$ cat src/rtl/core/mlfd_pkg.sv
`timescale 1ns / 1ps
`default_nettype none
package mlfd_pkg;

   // Header size in bytes (6 to 8); bytes 4 and 5 carry the payload length
   localparam int HEADER_BYTES = 8;
   localparam int BEAT_W       = $clog2(HEADER_BYTES);
   // Room for a header entry plus the payload bytes arriving while it spills
   localparam int QUEUE_DEPTH  = HEADER_BYTES + 1;
   localparam int QPTR_W       = $clog2(QUEUE_DEPTH);
   localparam int QCNT_W       = $clog2(QUEUE_DEPTH + 1);
   localparam int CSR_INDEX_W  = 2;
   localparam int CSR_DATA_W   = 17;
   localparam logic [7:0] BYTE_MASK = 8'hFF;

   // Configuration register indexes
   typedef enum logic [CSR_INDEX_W-1:0] {
      CSR_MAGIC_WORD      = 2'd0,
      CSR_MAX_FRAME_BYTES = 2'd1
   } csr_index_type;

   typedef struct packed {
      logic [15:0] magic_word;
      logic [16:0] max_frame_bytes;
   } cfg_type;

   // One queue entry: either a whole header burst or one payload byte (in bytes[0])
   typedef struct packed {
      logic                               is_header;
      logic                               last_flag;  // header: zero length; payload: final byte
      logic [HEADER_BYTES-1:0][7:0]       bytes;
   } entry_type;

endpackage
`default_nettype wire

$ cat src/rtl/core/mlfd_front.sv
`timescale 1ns / 1ps
`default_nettype none
module mlfd_front (
   input  wire logic                 clock,
   input  wire logic                 reset,
   input  wire mlfd_pkg::cfg_type    cfg,
   input  wire logic                 req_valid,
   output logic                      req_ready,
   input  wire logic [7:0]           req_rx_byte,
   input  wire logic                 q_full,
   output logic                      q_push,
   output mlfd_pkg::entry_type       q_entry
);

   localparam int HB = mlfd_pkg::HEADER_BYTES;

   logic [7:0]                  win_ff [HB];
   logic [7:0]                  win_in [HB];
   logic [mlfd_pkg::BEAT_W-1:0] count_ff, count_in;
   logic                        in_payload_ff, in_payload_in;
   logic [15:0]                 payload_left_ff, payload_left_in;

   logic                        accept;
   logic [7:0]                  full_win [HB];
   logic [15:0]                 plen;
   logic [16:0]                 frame_len;
   logic                        magic_ok;
   logic                        len_ok;
   logic                        window_full;
   logic                        final_byte;

   assign req_ready = !q_full;
   assign accept    = req_valid && req_ready;

   // Window as it stands once the arriving byte is appended
   always_comb begin
      for (int i = 0; i < HB; i++) begin
         full_win[i] = (i == HB - 1) ? req_rx_byte : win_ff[i];
      end
   end

   // Header checks: magic word and total frame length
   assign plen        = {full_win[4], full_win[5]};
   assign frame_len   = {1'b0, plen} + 17'(HB);
   assign magic_ok    = (full_win[0] == (cfg.magic_word[15:8] & mlfd_pkg::BYTE_MASK)) &&
                        (full_win[1] == (cfg.magic_word[7:0] & mlfd_pkg::BYTE_MASK));
   assign len_ok      = (frame_len <= cfg.max_frame_bytes);
   assign window_full = (count_ff == mlfd_pkg::BEAT_W'(HB - 1));
   assign final_byte  = (payload_left_ff <= 16'd1);

   // Classify the byte and build the queue entry
   always_comb begin
      win_in          = win_ff;
      count_in        = count_ff;
      in_payload_in   = in_payload_ff;
      payload_left_in = payload_left_ff;
      q_push          = 1'b0;
      q_entry         = '0;
      if (accept) begin
         if (in_payload_ff) begin
            q_push            = 1'b1;
            q_entry.is_header = 1'b0;
            q_entry.last_flag = final_byte;
            q_entry.bytes[0]  = req_rx_byte;
            if (final_byte) begin
               in_payload_in   = 1'b0;
               payload_left_in = 16'd0;
            end else begin
               payload_left_in = payload_left_ff - 16'd1;
            end
         end else if (!window_full) begin
            win_in[count_ff] = req_rx_byte;
            count_in         = count_ff + mlfd_pkg::BEAT_W'(1);
         end else if (magic_ok && len_ok) begin
            q_push            = 1'b1;
            q_entry.is_header = 1'b1;
            q_entry.last_flag = (plen == 16'd0);
            for (int i = 0; i < HB; i++) begin
               q_entry.bytes[i] = full_win[i];
            end
            count_in = '0;
            if (plen != 16'd0) begin
               in_payload_in   = 1'b1;
               payload_left_in = plen;
            end
         end else begin
            // drop the oldest byte, keep hunting
            for (int i = 0; i < HB - 1; i++) begin
               win_in[i] = full_win[i + 1];
            end
         end
      end
   end

   // Window bytes need no reset
   always_ff @(posedge clock) begin
      win_ff <= win_in;
   end

   always_ff @(posedge clock) begin
      if (reset) begin
         count_ff        <= '0;
         in_payload_ff   <= 1'b0;
         payload_left_ff <= 16'd0;
      end else begin
         count_ff        <= count_in;
         in_payload_ff   <= in_payload_in;
         payload_left_ff <= payload_left_in;
      end
   end

   // A header is emitted only from a full window
   a_push_header_full: assert property (@(posedge clock) disable iff (reset)
      (q_push && q_entry.is_header) |-> (window_full && !in_payload_ff))
      else $error("header pushed from partial window");

   // While passing payload the window stays empty
   a_payload_empty_win: assert property (@(posedge clock) disable iff (reset)
      in_payload_ff |-> (count_ff == '0))
      else $error("window not empty during payload");

endmodule
`default_nettype wire

$ cat src/rtl/core/mlfd_queue.sv
`timescale 1ns / 1ps
`default_nettype none
module mlfd_queue (
   input  wire logic                clock,
   input  wire logic                reset,
   input  wire logic                push,
   input  wire mlfd_pkg::entry_type push_entry,
   output logic                     full,
   input  wire logic                pop,
   output logic                     head_valid,
   output mlfd_pkg::entry_type      head_entry
);

   localparam int DEPTH = mlfd_pkg::QUEUE_DEPTH;

   mlfd_pkg::entry_type               slot_ff [DEPTH];
   logic [mlfd_pkg::QPTR_W-1:0]       wr_ptr_ff, wr_ptr_in;
   logic [mlfd_pkg::QPTR_W-1:0]       rd_ptr_ff, rd_ptr_in;
   logic [mlfd_pkg::QCNT_W-1:0]       count_ff, count_in;

   assign full       = (count_ff == mlfd_pkg::QCNT_W'(DEPTH));
   assign head_valid = (count_ff != '0);
   assign head_entry = slot_ff[rd_ptr_ff];

   // Pointer and occupancy update
   always_comb begin
      wr_ptr_in = wr_ptr_ff;
      rd_ptr_in = rd_ptr_ff;
      count_in  = count_ff;
      if (push) begin
         wr_ptr_in = (wr_ptr_ff == mlfd_pkg::QPTR_W'(DEPTH - 1)) ? '0
                     : wr_ptr_ff + mlfd_pkg::QPTR_W'(1);
      end
      if (pop) begin
         rd_ptr_in = (rd_ptr_ff == mlfd_pkg::QPTR_W'(DEPTH - 1)) ? '0
                     : rd_ptr_ff + mlfd_pkg::QPTR_W'(1);
      end
      if (push && !pop) begin
         count_in = count_ff + mlfd_pkg::QCNT_W'(1);
      end else if (pop && !push) begin
         count_in = count_ff - mlfd_pkg::QCNT_W'(1);
      end
   end

   always_ff @(posedge clock) begin
      if (push) begin
         slot_ff[wr_ptr_ff] <= push_entry;
      end
   end

   always_ff @(posedge clock) begin
      if (reset) begin
         wr_ptr_ff <= '0;
         rd_ptr_ff <= '0;
         count_ff  <= '0;
      end else begin
         wr_ptr_ff <= wr_ptr_in;
         rd_ptr_ff <= rd_ptr_in;
         count_ff  <= count_in;
      end
   end

   a_no_overflow: assert property (@(posedge clock) disable iff (reset)
      !(push && full))
      else $error("queue overflow");

   a_no_underflow: assert property (@(posedge clock) disable iff (reset)
      !(pop && !head_valid))
      else $error("queue underflow");

endmodule
`default_nettype wire

$ cat src/rtl/core/mlfd_back.sv
`timescale 1ns / 1ps
`default_nettype none
module mlfd_back (
   input  wire logic                clock,
   input  wire logic                reset,
   input  wire logic                q_valid,
   input  wire mlfd_pkg::entry_type q_entry,
   output logic                     q_pop,
   output logic                     rsp_valid,
   input  wire logic                rsp_ready,
   output logic [7:0]               rsp_frame_byte,
   output logic                     rsp_first_of_frame,
   output logic                     rsp_last_of_frame,
   output logic                     rsp_last_of_run
);

   localparam int HB = mlfd_pkg::HEADER_BYTES;

   logic [mlfd_pkg::BEAT_W-1:0] beat_ff, beat_in;
   logic                        valid_ff, valid_in;
   logic [7:0]                  byte_ff, byte_in;
   logic                        first_ff, first_in;
   logic                        last_frame_ff, last_frame_in;
   logic                        last_run_ff, last_run_in;

   logic                        load;
   logic                        tail_beat;
   logic                        last_beat;

   assign load      = q_valid && (!valid_ff || rsp_ready);
   assign tail_beat = (beat_ff == mlfd_pkg::BEAT_W'(HB - 1));
   assign last_beat = !q_entry.is_header || tail_beat;
   assign q_pop     = load && last_beat;

   // Walk through the head entry one result per cycle while rsp_ready does not hold the output
   always_comb begin
      beat_in       = beat_ff;
      valid_in      = valid_ff && !rsp_ready;
      byte_in       = byte_ff;
      first_in      = first_ff;
      last_frame_in = last_frame_ff;
      last_run_in   = last_run_ff;
      if (load) begin
         valid_in    = 1'b1;
         beat_in     = last_beat ? '0 : beat_ff + mlfd_pkg::BEAT_W'(1);
         last_run_in = last_beat;
         if (q_entry.is_header) begin
            byte_in       = q_entry.bytes[beat_ff];
            first_in      = (beat_ff == '0);
            last_frame_in = tail_beat && q_entry.last_flag;
         end else begin
            byte_in       = q_entry.bytes[0];
            first_in      = 1'b0;
            last_frame_in = q_entry.last_flag;
         end
      end
   end

   always_ff @(posedge clock) begin
      byte_ff       <= byte_in;
      first_ff      <= first_in;
      last_frame_ff <= last_frame_in;
      last_run_ff   <= last_run_in;
   end

   always_ff @(posedge clock) begin
      if (reset) begin
         beat_ff  <= '0;
         valid_ff <= 1'b0;
      end else begin
         beat_ff  <= beat_in;
         valid_ff <= valid_in;
      end
   end

   assign rsp_valid          = valid_ff;
   assign rsp_frame_byte     = byte_ff;
   assign rsp_first_of_frame = first_ff;
   assign rsp_last_of_frame  = last_frame_ff;
   assign rsp_last_of_run    = last_run_ff;

   // Mid-burst, the head entry must be a header still waiting
   a_midburst_header: assert property (@(posedge clock) disable iff (reset)
      (beat_ff != '0) |-> (q_valid && q_entry.is_header))
      else $error("burst counter running without header entry");

endmodule
`default_nettype wire

$ cat src/rtl/core/magic_length_frame_deframer.sv
`timescale 1ns / 1ps
`default_nettype none
// Magic-word / length-prefixed frame deframer. Received bytes enter one per cycle on
// the req_ channel while req_ready is high. The front stage hunts for a header (magic
// word in bytes 0-1, big-endian payload length in bytes 4-5) and pushes each accepted
// header, and each payload byte, into a queue of HEADER_BYTES + 1 entries. The back
// stage drains the queue through a registered output: one result per cycle while
// rsp_ready allows, so a header burst gives HEADER_BYTES results on rsp_ and a payload
// byte one. The entry caused by a byte is written into the queue, then loaded into
// the output register, before its first result is valid on rsp_. Sustained input
// rate is one byte per cycle: the queue holds a header entry plus the payload bytes
// that arrive during its burst, so with rsp_ready held high req_ready never drops; it
// drops only when the output is held off long enough to fill the queue. Configuration
// (csr_) is always ready and should be written only while no frame is in flight.
module magic_length_frame_deframer (
   input  wire logic                               clock,
   input  wire logic                               reset,
   input  wire logic                               csr_valid,
   output logic                                    csr_ready,
   input  wire logic [mlfd_pkg::CSR_INDEX_W-1:0]   csr_index,
   input  wire logic [mlfd_pkg::CSR_DATA_W-1:0]    csr_wdata,
   input  wire logic                               req_valid,
   output logic                                    req_ready,
   input  wire logic [7:0]                         req_rx_byte,
   output logic                                    rsp_valid,
   input  wire logic                               rsp_ready,
   output logic [7:0]                              rsp_frame_byte,
   output logic                                    rsp_first_of_frame,
   output logic                                    rsp_last_of_frame,
   output logic                                    rsp_last_of_run
);

   mlfd_pkg::cfg_type   cfg_ff, cfg_in;
   logic                q_full;
   logic                q_push;
   logic                q_pop;
   logic                q_valid;
   mlfd_pkg::entry_type push_entry;
   mlfd_pkg::entry_type head_entry;

   assign csr_ready = 1'b1;

   // Register writes; unknown indexes are dropped
   always_comb begin
      cfg_in = cfg_ff;
      if (csr_valid && csr_ready) begin
         case (csr_index)
            mlfd_pkg::CSR_MAGIC_WORD:      cfg_in.magic_word      = csr_wdata[15:0];
            mlfd_pkg::CSR_MAX_FRAME_BYTES: cfg_in.max_frame_bytes = csr_wdata[16:0];
            default:                       cfg_in = cfg_ff;
         endcase
      end
   end

   always_ff @(posedge clock) begin
      if (reset) begin
         cfg_ff.magic_word      <= 16'd0;
         cfg_ff.max_frame_bytes <= 17'd256;
      end else begin
         cfg_ff <= cfg_in;
      end
   end

   mlfd_front u_front (
      .clock       (clock),
      .reset       (reset),
      .cfg         (cfg_ff),
      .req_valid   (req_valid),
      .req_ready   (req_ready),
      .req_rx_byte (req_rx_byte),
      .q_full      (q_full),
      .q_push      (q_push),
      .q_entry     (push_entry)
   );

   mlfd_queue u_queue (
      .clock      (clock),
      .reset      (reset),
      .push       (q_push),
      .push_entry (push_entry),
      .full       (q_full),
      .pop        (q_pop),
      .head_valid (q_valid),
      .head_entry (head_entry)
   );

   mlfd_back u_back (
      .clock              (clock),
      .reset              (reset),
      .q_valid            (q_valid),
      .q_entry            (head_entry),
      .q_pop              (q_pop),
      .rsp_valid          (rsp_valid),
      .rsp_ready          (rsp_ready),
      .rsp_frame_byte     (rsp_frame_byte),
      .rsp_first_of_frame (rsp_first_of_frame),
      .rsp_last_of_frame  (rsp_last_of_frame),
      .rsp_last_of_run    (rsp_last_of_run)
   );

endmodule
`default_nettype wire
$ cat config.mk
export PLATFORM = sky130hd
export DESIGN_NAME = magic_length_frame_deframer
export DESIGN_NICKNAME = d
export VERILOG_FILES = /design/src/rtl/core/mlfd_pkg.sv /design/src/rtl/core/mlfd_front.sv /design/src/rtl/core/mlfd_queue.sv /design/src/rtl/core/mlfd_back.sv /design/src/rtl/core/magic_length_frame_deframer.sv
export SDC_FILE = /design/constraint.sdc
export NUM_CORES = 1
export LEC_CHECK = 0
export BUFFER_PORTS_ARGS = -buffer_cell sky130_fd_sc_hd__buf_2
export CORE_MARGIN = 8
export CORE_UTILIZATION = 55
export CTS_CLUSTER_SIZE = 40
export DETAILED_ROUTE_END_ITERATION = 10
export PLACE_DENSITY = 0.71
export SLEW_MARGIN = 5
export SYNTH_ARGS = -nofsm -noshare
export SYNTH_HDL_FRONTEND = slang
export SYNTH_HIERARCHICAL = 1
export SYNTH_SLANG_ARGS = --single-unit
$ cat constraint.sdc
create_clock -name clock -period 7.2 [get_ports clock]
set_input_delay 1.08 -clock clock [delete_from_list [all_inputs] [get_ports clock]]
set_output_delay 1.08 -clock clock [all_outputs]
set_load 0.1 [all_outputs]
# After elaboration in Yosys (flattened, before gate mapping)
# Memory sizes are Yosys's and may differ from the RTL's. A register that Yosys moved wholly into a read port is not among the register bits.
# Cells that the tools add are included.
# word_totals
regBits	144
ramBits	594
input_bits	32
elab_cells	123
n_memories	1
# mem_list
memory	depth	word_bits	rd	rd_ports_with_merged_regs	wr	line	text
u_queue.slot_ff	9	66	1	1	1	mlfd_queue.sv:16	mlfd_pkg::entry_type slot_ff [DEPTH];
# op_classes
add_sub_neg	8
n_lt_le_gt_ge	5
n_eq_ne	10
muxes	41
bitwise_logic	3
reduce_logical	33
# op_table
operator	count
$mux 66	3
$mux 56	3
$mux 16	5
$bwmux 64	1
$mux 8	4
$bmux 8 s3	1
$demux 8 s3	1
$mux 4	6
$add 16x4->17 const B	1
$le 17x17->1	1
$eq 8x8->1	2
$le 16x1->1 const B	1
$logic_not 16->1	1
$reduce_bool 16->1	1
$sub 16x1->16 const B	1
$mux 1	13
$add 4x1->4 const B	3
$eq 4x4->1 const B	3
$logic_and 1x1->1	10
$mux 3	3
$reduce_and 3->1	3
$reduce_bool 2->1	4
$add 3x1->3 const B	2
$eq 3x3->1 const B	2
16 further kinds	25

# Logic depth before layout (Yosys ltp)
# Gate-level depths: netlist (run 1).
# depth
word_depth	11
depth_mapped	20
depth_no_buf	19

# Modules after synthesis
# The synthesis (run 1) kept the hierarchy.
# by_module_without_submodules
mod	n_inst	cells_each	area_each_um2
mlfd_queue	1	1293	23597.6
mlfd_front	1	544	4916.0
magic_length_frame_deframer	1	132	1395.1
mlfd_back	1	123	1244.9

# Least setup slack after synthesis (run 1)
# Ideal clock, no wire load.
# synth_path
kind	reg2reg
startpoint	register u_front.win_ff, in the netlist u_front/full_win[21]
endpoint	register u_queue/wr_ptr_ff[0] in the netlist's numbering
setup_time_ps	118
arrival_time_ps	6134
t_required_ps	7082
setup_slack_ps	948
stages_incl_launch_ff	17
path_buffers	1
period_less_slack_ps	6252
cell_sequence	edfxtp_1 -> clkbuf_1 -> and3_1 -> and3_1 -> nand3_1 -> xnor2_1 -> ha_1 -> a21oi_1 -> nand2_1 -> a221oi_1 -> o221ai_2 -> or2_2 -> nand2_1 -> nand2b_1 -> nor2_1 -> or2_1 -> nor2_1
# synth_via
elab_chain_len	7
# synth_lines
element	line	text
start: declaration	mlfd_front.sv:17	logic [7:0] win_ff [HB];
start signal: assignment	mlfd_front.sv:97	win_ff <= win_in;
$add 16x4->17	mlfd_front.sv:44	assign frame_len = {1'b0, plen} + 17'(HB);
$le 17x17->1	mlfd_front.sv:47	assign len_ok = (frame_len <= cfg.max_frame_bytes);
$logic_and 1x1->1	mlfd_front.sv:74	end else if (magic_ok && len_ok) begin
$mux 1	mlfd_front.sv:74	
$mux 1	mlfd_front.sv:71	end else if (!window_full) begin
$mux 1	mlfd_front.sv:60	if (in_payload_ff) begin
$mux 1	mlfd_front.sv:59	if (accept) begin
named net q_push	magic_length_frame_deframer.sv:35	logic q_push;
end signal: assignment	mlfd_queue.sv:57	wr_ptr_ff <= wr_ptr_in;
end: declaration	mlfd_queue.sv:17	logic [mlfd_pkg::QPTR_W-1:0] wr_ptr_ff, wr_ptr_in;
# The timed path passes the listed nets, and every way through them passes these cells.
# A chain may end at the register's enable or synchronous reset.

# Worst setup path after layout (run 1)
# layout_path
startpoint	register u_front.win_ff, in the netlist u_front/full_win[22]
endpoint	memory u_queue/slot_ff[7][14] in the netlist's numbering (enable)
# layout_via
elab_chain_len	9
# layout_lines
element	line	text
$add 16x4->17	mlfd_front.sv:44	
$le 17x17->1	mlfd_front.sv:47	
$logic_and 1x1->1	mlfd_front.sv:74	
$mux 1	mlfd_front.sv:74	
$mux 1	mlfd_front.sv:71	
$mux 1	mlfd_front.sv:60	
$mux 1	mlfd_front.sv:59	
named net q_push	magic_length_frame_deframer.sv:35	
$mux 1	mlfd_queue.sv:46	if (push) begin
$mux 1 (not written as such)	mlfd_queue.sv:47	slot_ff[wr_ptr_ff] <= push_entry;
end: declaration	mlfd_queue.sv:16	
# The timed path passes the listed nets, and every way through them passes these cells.

==> results of run 1 <==
-- worst min-delay path by stage --
stage / depth (start not counted) / end / from / slack [ns]
after floorplan: 2 / cfg_ff[11] / cfg_ff[11] / 0.45
after global placement: 2 / cfg_ff[14] / cfg_ff[14] / 0.46
after detailed placement: 2 / cfg_ff[13] / cfg_ff[13] / 0.46
after CTS: 2 / cfg_ff[13] / cfg_ff[13] / 0.48
after global routing: 2 / cfg_ff[10] / cfg_ff[10] / 0.49
final: 2 / cfg_ff[13] / cfg_ff[13] / 0.48
-- metrics by stage --
stage                     area, µm²  std cells  power (mW)  hold WS (ns)  util (%)
after CTS                     34300       2937        9.29         0.479      61.1
after floorplan               31200       2092        5.49         0.449         -
after global placement        32000       2808        5.68         0.461      57.1
after global routing          34300       2937        9.51         0.493      61.1
final                         34300       2938        9.24         0.476      61.1
after detailed placement      32000       2808        5.69         0.462      57.1
-- critical path: cells and delay by family, from the launching register on --
kind,cells,cell delay (ns)
fa+ha+maj,1,0.31
buf+inv,1,0.79
xor+xnor,1,0.14
simple gates,8,1.87
compound gates,4,1.02
flops,1,0.48
-- Yosys cell counts, drive strengths merged (3+ instances only) --
master | n | area, µm²
nor2 | 80 | 310
a221o | 17 | 170
o221ai | 51 | 453
nand2b | 56 | 350
o21ai | 96 | 480
and3 | 7 | 43.8
a22oi | 57 | 428
dfxtp | 73 | 1460
a41o | 8 | 80.1
mux2 | 134 | 1510
inv | 39 | 146
mux2i | 204 | 2040
nand4 | 15 | 93.8
nor3b | 4 | 35.0
nand3 | 27 | 135
and4 | 3 | 26.3
and2 | 51 | 319
nand2 | 124 | 465
buf | 51 | 440
a31oi | 5 | 31.3
xor2 | 7 | 61.3
nor4 | 11 | 83.8
nor3 | 16 | 80.1
o22ai | 19 | 119
a21oi | 49 | 253
a211oi | 10 | 75.1
a22o | 24 | 210
nor2b | 33 | 206
edfxtp | 661 | 19800
clkbuf | 66 | 249
xnor2 | 30 | 263
ha | 34 | 425
a21boi | 3 | 22.5
-- logic make-up (layout without fill, tap and decap cells) --
| kind of cell | Yosys count | count (layout) | share of synthesized area [%] |
|---|---|---|---|
| flops | 734 | 734 | 68.4 |
| compound gates | 354 | 354 | 7.91 |
| other cells | 1 | 2 | 0.0120 |
| simple gates | 436 | 436 | 7.11 |
| mux | 338 | 338 | 11.4 |
| buf+inv | 157 | 246 | 2.69 |
| fa+ha+maj | 35 | 35 | 1.43 |
| xor+xnor | 37 | 37 | 1.04 |
-- state kept, by name (all words and copies together), names as in the netlist, 3 cells and up, named ones only --
register	count
u_queue/slot_ff	594
u_front/count_ff	3
cfg_ff	33
u_queue/wr_ptr_ff	4
u_queue/count_ff	4
u_back/beat_ff	3
u_front/payload_left_ff	16
u_back/rsp_frame_byte	8
u_front/full_win	56
u_queue/rd_ptr_ff	4
-- area by class of cell --
class	instances	share of cell area, %
inverters	40	0.438
clock inverters	26	0.598
clock buffers	103	6.02
repair buffers	77	1.55
well taps	756	2.76
multi-input cells	1201	26.5
flip-flops and latches	734	62.1
diodes	1	0.00729
-- metal layers --
| metal | routed length [µm] | up-vias | GRT usage (%) |
|---|---|---|---|
| li1 | - | 8102 | - |
| met5 | 0 | - | 0 |
| met1 | 31600 | 9050 | 31.4 |
| met2 | 35100 | 737 | 36.7 |
| met3 | 5390 | 122 | 3.58 |
| met4 | 1810 | 0 | 6.98 |
-- power groups by stage --
stage	clock, mW	sequential (mW)	combinational, mW
6_report	3.64	4.71	0.893
5_1_grt	3.86	4.71	0.939
4_1_cts	3.69	4.71	0.891
3_5_place_dp	0	4.80	0.889
3_3_place_gp	0	4.79	0.880
2_1_floorplan	0	4.99	0.501
==> flow_metrics.tcl, run 1 <==
set metrics [dict create \
    status "completed" \
    pre_cts_slack_ns 2.10 \
    cts.sinks 734 \
    ys_seq_area_share_pct 68.4 \
    multi_input_area_um2 9100 \
    rr_startpoint "u_front/full_win[22]" \
    netlist_instances 2092 \
    ant_nets 0 \
    tightest_slew_ns 1.28 \
    p_int_mw 7.02 \
    cp_common_cell "nand2_1" \
    overflow 0 \
    p_leak_nw 12.2 \
    worstPathArrival_ns 5.37 \
    drv_cap 0 \
    htreeDepth 3 \
    clk_pin_slew_ns 0.06 \
    syn_nets 2159 \
    synthToLayoutAreaGrowth_pct 10.2 \
    timing.final.crit_share_pct 71.7 \
    postSynthAreaPerCell_um2 14.9 \
    async_flop_share_pct 0 \
    ys_ff_latch 734 \
    chipHeight_um 254 \
    p_per_area_nw_per_um2 269 \
    worstRegToRegCells 15 \
    via_count 18011 \
    antenna_found_initial 7 \
    drc 0 \
    cts_root_buf "clkbuf_16" \
    cp.required_ns 7.41 \
    die-area_um2 64500 \
    synth_edf_count 661 \
    first_iter_violations 1699 \
    insertion_delay_ns 0.60 \
    initial_core_util_pct 55.5 \
    yosys_warnings 6 \
    cts.repair.resized 0 \
    crit_path_start "u_front/full_win[22]" \
    slew_headroom_pct 13.9 \
    fin_ws_ns 2.04 \
    place_hpwl_mm 44.8 \
    vias_per_cell 6.13 \
    cpPeakStageDelay_ns 0.79 \
    hp-class "flip-flop to flip-flop" \
    pwr-share-comb_pct 9.7 \
    seqPwrFrac_pct 51.0 \
    ctsHoldBuffers 0 \
    post_cts_buffers 0 \
    drt_first_pass_iters 5 \
    tritoncts "yes" \
    swShare_pct 24.0 \
    timing.fmax_mhz 194 \
    fp-row-count 87 \
    nets 2196 \
    crit_path_max_fanout 66 \
    cts_buffer_depth 3 \
    layout-drive-gt1-share_pct 10.1 \
    cp-start-kind "flip-flop" \
    yosys.cell_types.count 71 \
    totalWireLength_mm 73.9 \
    r2r-end "u_queue/slot_ff[7][14]" \
    hold_viol_final 0 \
    cp_cell_sequence "and3_1 -> nand3_1 -> nor2_1 -> nand2_1 -> xnor2_1 -> ha_1 -> a21oi_1 -> o21ai_0 -> a221oi_1 -> o221ai_2 -> or2_2 -> nand2_1 -> nand2_1 -> nor2_4 -> buf_4" \
    setup_violations 0 \
    rsz0062_at_grt "no" \
    fillers 4228 \
    crit_type "flip-flop to flip-flop" \
    grtUsageTotal_pct 22.6 \
    tns_ns 0 \
    clkPwrFrac_pct 39.4 \
    routedWlPerCell_um 25.2 \
    worstSetupEndpointType "flip-flop" \
    fin_crit_ns 5.16 \
    critical_path.endpoint "u_queue/slot_ff[7][14]" \
    grt_pass1_wl_mm 110 \
    gp_congestion 0.919 \
    cts_buffers 75 \
    layout_commonest_cell "edfxtp_1" \
    grt_max_degree 86 \
    yosys_most_used_dff "edfxtp_1" \
    p_sw_mw 2.22 \
    final_cell_mix "edfxtp_1, mux2i_1, nand2_1" \
    grt_pass1_vias 17774 \
    r2r_setup_slack_ns 2.04 \
    syn-cell-area_um2 31200 \
    ios 46 \
    io_buffers 44 \
    cp_slowest_cell "buf_4" \
    seqCellArea_um2 21300 \
    die_w_um 254 \
    core_area_um2 56200 \
    skew_ns 0.0224 \
    drv_slew 0 \
    peakVddDrop_v 0.000268 \
]
No activity file was read; power rests on OpenSTA's default activity.
==> run 2, diff against run 1 <==
Settings changed: PLACE_DENSITY 0.71 to 0.74.
Clock period 7.2 ns to 4.65 ns, I/O delays scaled along.
==> run 2 against run 1 <==
Net effect:
- routed wire length increased by 0.62%
- critical path depth increased by 3
- worst setup slack got worse by 1.7 ns
- total power increased by 59%
- cell count increased by 0.88%
==> flow_metrics.tcl, run 2 (synthesized netlist as in run 1, its figures left out) <==
set metrics [dict create \
    regMostFlops "u_queue/slot_ff" \
    drc 0 \
    dp_cells 2828 \
    ios 46 \
    insertion_delay_ns 0.60 \
    path_depth 18 \
    cp-start-kind "flip-flop" \
    seqCellArea_um2 21300 \
    grtUsageTotal_pct 23.0 \
    routedWlPerCell_um 25.1 \
    clk_pin_slew_ns 0.06 \
    synthToLayoutAreaGrowth_pct 11.5 \
    drt_first_pass_iters 5 \
    hp-class "primary input to flip-flop" \
    worstRegToRegCells 18 \
    p_per_area_nw_per_um2 422 \
    die_w_um 254 \
    die-area_um2 64500 \
    drv_slew 0 \
    cp_slowest_cell "edfxtp_1" \
    grt_pass1_wl_mm 112 \
    tritoncts "yes" \
    crit_path_start "u_front/full_win[19]" \
    fin_crit_ns 4.33 \
    tightest_slew_ns 1.27 \
    fin_cells 2964 \
    timing.final.crit_share_pct 93.1 \
    slew_headroom_pct 15.3 \
    cts_root_buf "clkbuf_16" \
    worstPathArrival_ns 4.80 \
    cts_buffers 75 \
    grt_max_degree 162 \
    p_total_mw 14.7 \
    final_cell_mix "edfxtp_1, mux2i_1, nand2_1" \
    path_buf_inv 1 \
    crit_path_max_fanout 6 \
    timing.fmax_mhz 231 \
    rr_startpoint "u_front/full_win[19]" \
    ctsHoldBuffers 0 \
    critical_path.endpoint "u_queue/count_ff[3]" \
    cts_buffer_depth 3 \
    htreeDepth 3 \
    fp-row-count 87 \
    dpl_cell_area_um2 32300 \
    gp_congestion 0.890 \
    cts.sinks 734 \
    r2r_setup_slack_ns 0.32 \
    layout-drive-gt1-share_pct 12.0 \
    setup_violations 0 \
    antenna_found_initial 6 \
    cts.repair.resized 0 \
    io_buffers 44 \
    skew_ns 0.0214 \
    cpPeakStageDelay_ns 0.44 \
    hold-worst-slack_ns 0.372 \
    hold_viol_final 0 \
    status "completed" \
    post_cts_buffers 0 \
    totalWireLength_mm 74.4 \
    largest_reg_flops 594 \
    initial_core_util_pct 55.5 \
    fillers 4122 \
    crit_type "flip-flop to flip-flop" \
    place_hpwl_mm 45.2 \
    first_iter_violations 1984 \
    grt_pass1_vias 18122 \
    rsz0062_at_grt "no" \
    peakVddDrop_v 0.000344 \
    finalInstanceArea_um2 34700 \
    via_count 18179 \
    multi_input_area_um2 9100 \
    worstSetupEndpointType "flip-flop" \
    cp.required_ns 5.12 \
    cp_top_family "compound AO/OA/AOI/OAI gates" \
    cp_common_cell "ha_1" \
    tns_ns 0 \
    cp_cell_sequence "ha_1 -> and3_1 -> nand3_1 -> xnor2_1 -> ha_1 -> a21oi_1 -> nand2_1 -> a221oi_2 -> o221ai_2 -> or2_2 -> nand2_1 -> ha_1 -> inv_1 -> ha_1 -> a21oi_1 -> a211oi_1 -> a31oi_1 -> mux2_1" \
    nets 2216 \
    drv_cap 0 \
    ant_nets 0 \
    p_leak_nw 12.3 \
    chipHeight_um 254 \
    vias_per_cell 6.13 \
    core_area_um2 56200 \
    r2r-end "u_queue/count_ff[3]" \
    layout_commonest_cell "edfxtp_1" \
    overflow 0 \
]
-- run 2: worst min-delay path by stage --
stage | from | slack, ns | depth (start not counted) | to
floorplan | cfg_ff[11] | 0.45 | 2 | cfg_ff[11]
global placement | cfg_ff[10] | 0.46 | 2 | cfg_ff[10]
detailed placement | cfg_ff[15] | 0.47 | 2 | cfg_ff[15]
CTS | csr_wdata[16] | 0.35 | 3 | cfg_ff[16]
global route | csr_wdata[16] | 0.39 | 3 | cfg_ff[16]
finish | csr_wdata[16] | 0.37 | 3 | cfg_ff[16]
-- run 2: layout make-up --
class,instances,area share (%)
clock inverter,40,1.13
timing repair buffer,97,2.21
antenna,2,0.0144
sequential,734,61.4
clock buffer,94,5.90
inverter,40,0.432
multi-input combinational,1201,26.2
tap,756,2.72
-- run 2: layer usage --
layer,up-vias,routed length [µm],global-route usage [%]
li1,8156,-,-
met1,9070,30700,31.5
met2,829,35300,37.1
met3,118,6760,4.90
met4,6,1580,6.50
met5,-,40,0
-- run 2: worst register-to-register path, stage by stage, from the launching register on --
cell and delay, ns:
edfxtp_1 0.44, ha_1 0.24, and3_1 0.28, nand3_1 0.12, xnor2_1 0.16, ha_1 0.33
a21oi_1 0.16, nand2_1 0.08, a221oi_2 0.31, o221ai_2 0.17, or2_2 0.37, nand2_1 0.12
ha_1 0.18, inv_1 0.10, ha_1 0.33, a21oi_1 0.19, a211oi_1 0.10, a31oi_1 0.20
mux2_1 0.34
-- run 2: per-stage QoR --
stage / utilization [%] / setup slack [ns]
after floorplan: - / -0.545
after global placement: 57.5 / 0.309
after detailed placement: 57.5 / 0.258
after CTS: 61.8 / 0.230
after global routing: 61.8 / 0.0219
final: 61.8 / 0.320
-- run 2: report_power, final --
part	leakage [nW]	switching (mW)	internal (mW)	total [mW]
clock	1.21	2.44	3.52	5.96
sequential	7.21	0.0592	7.19	7.25
combinational	3.87	1.01	0.453	1.46
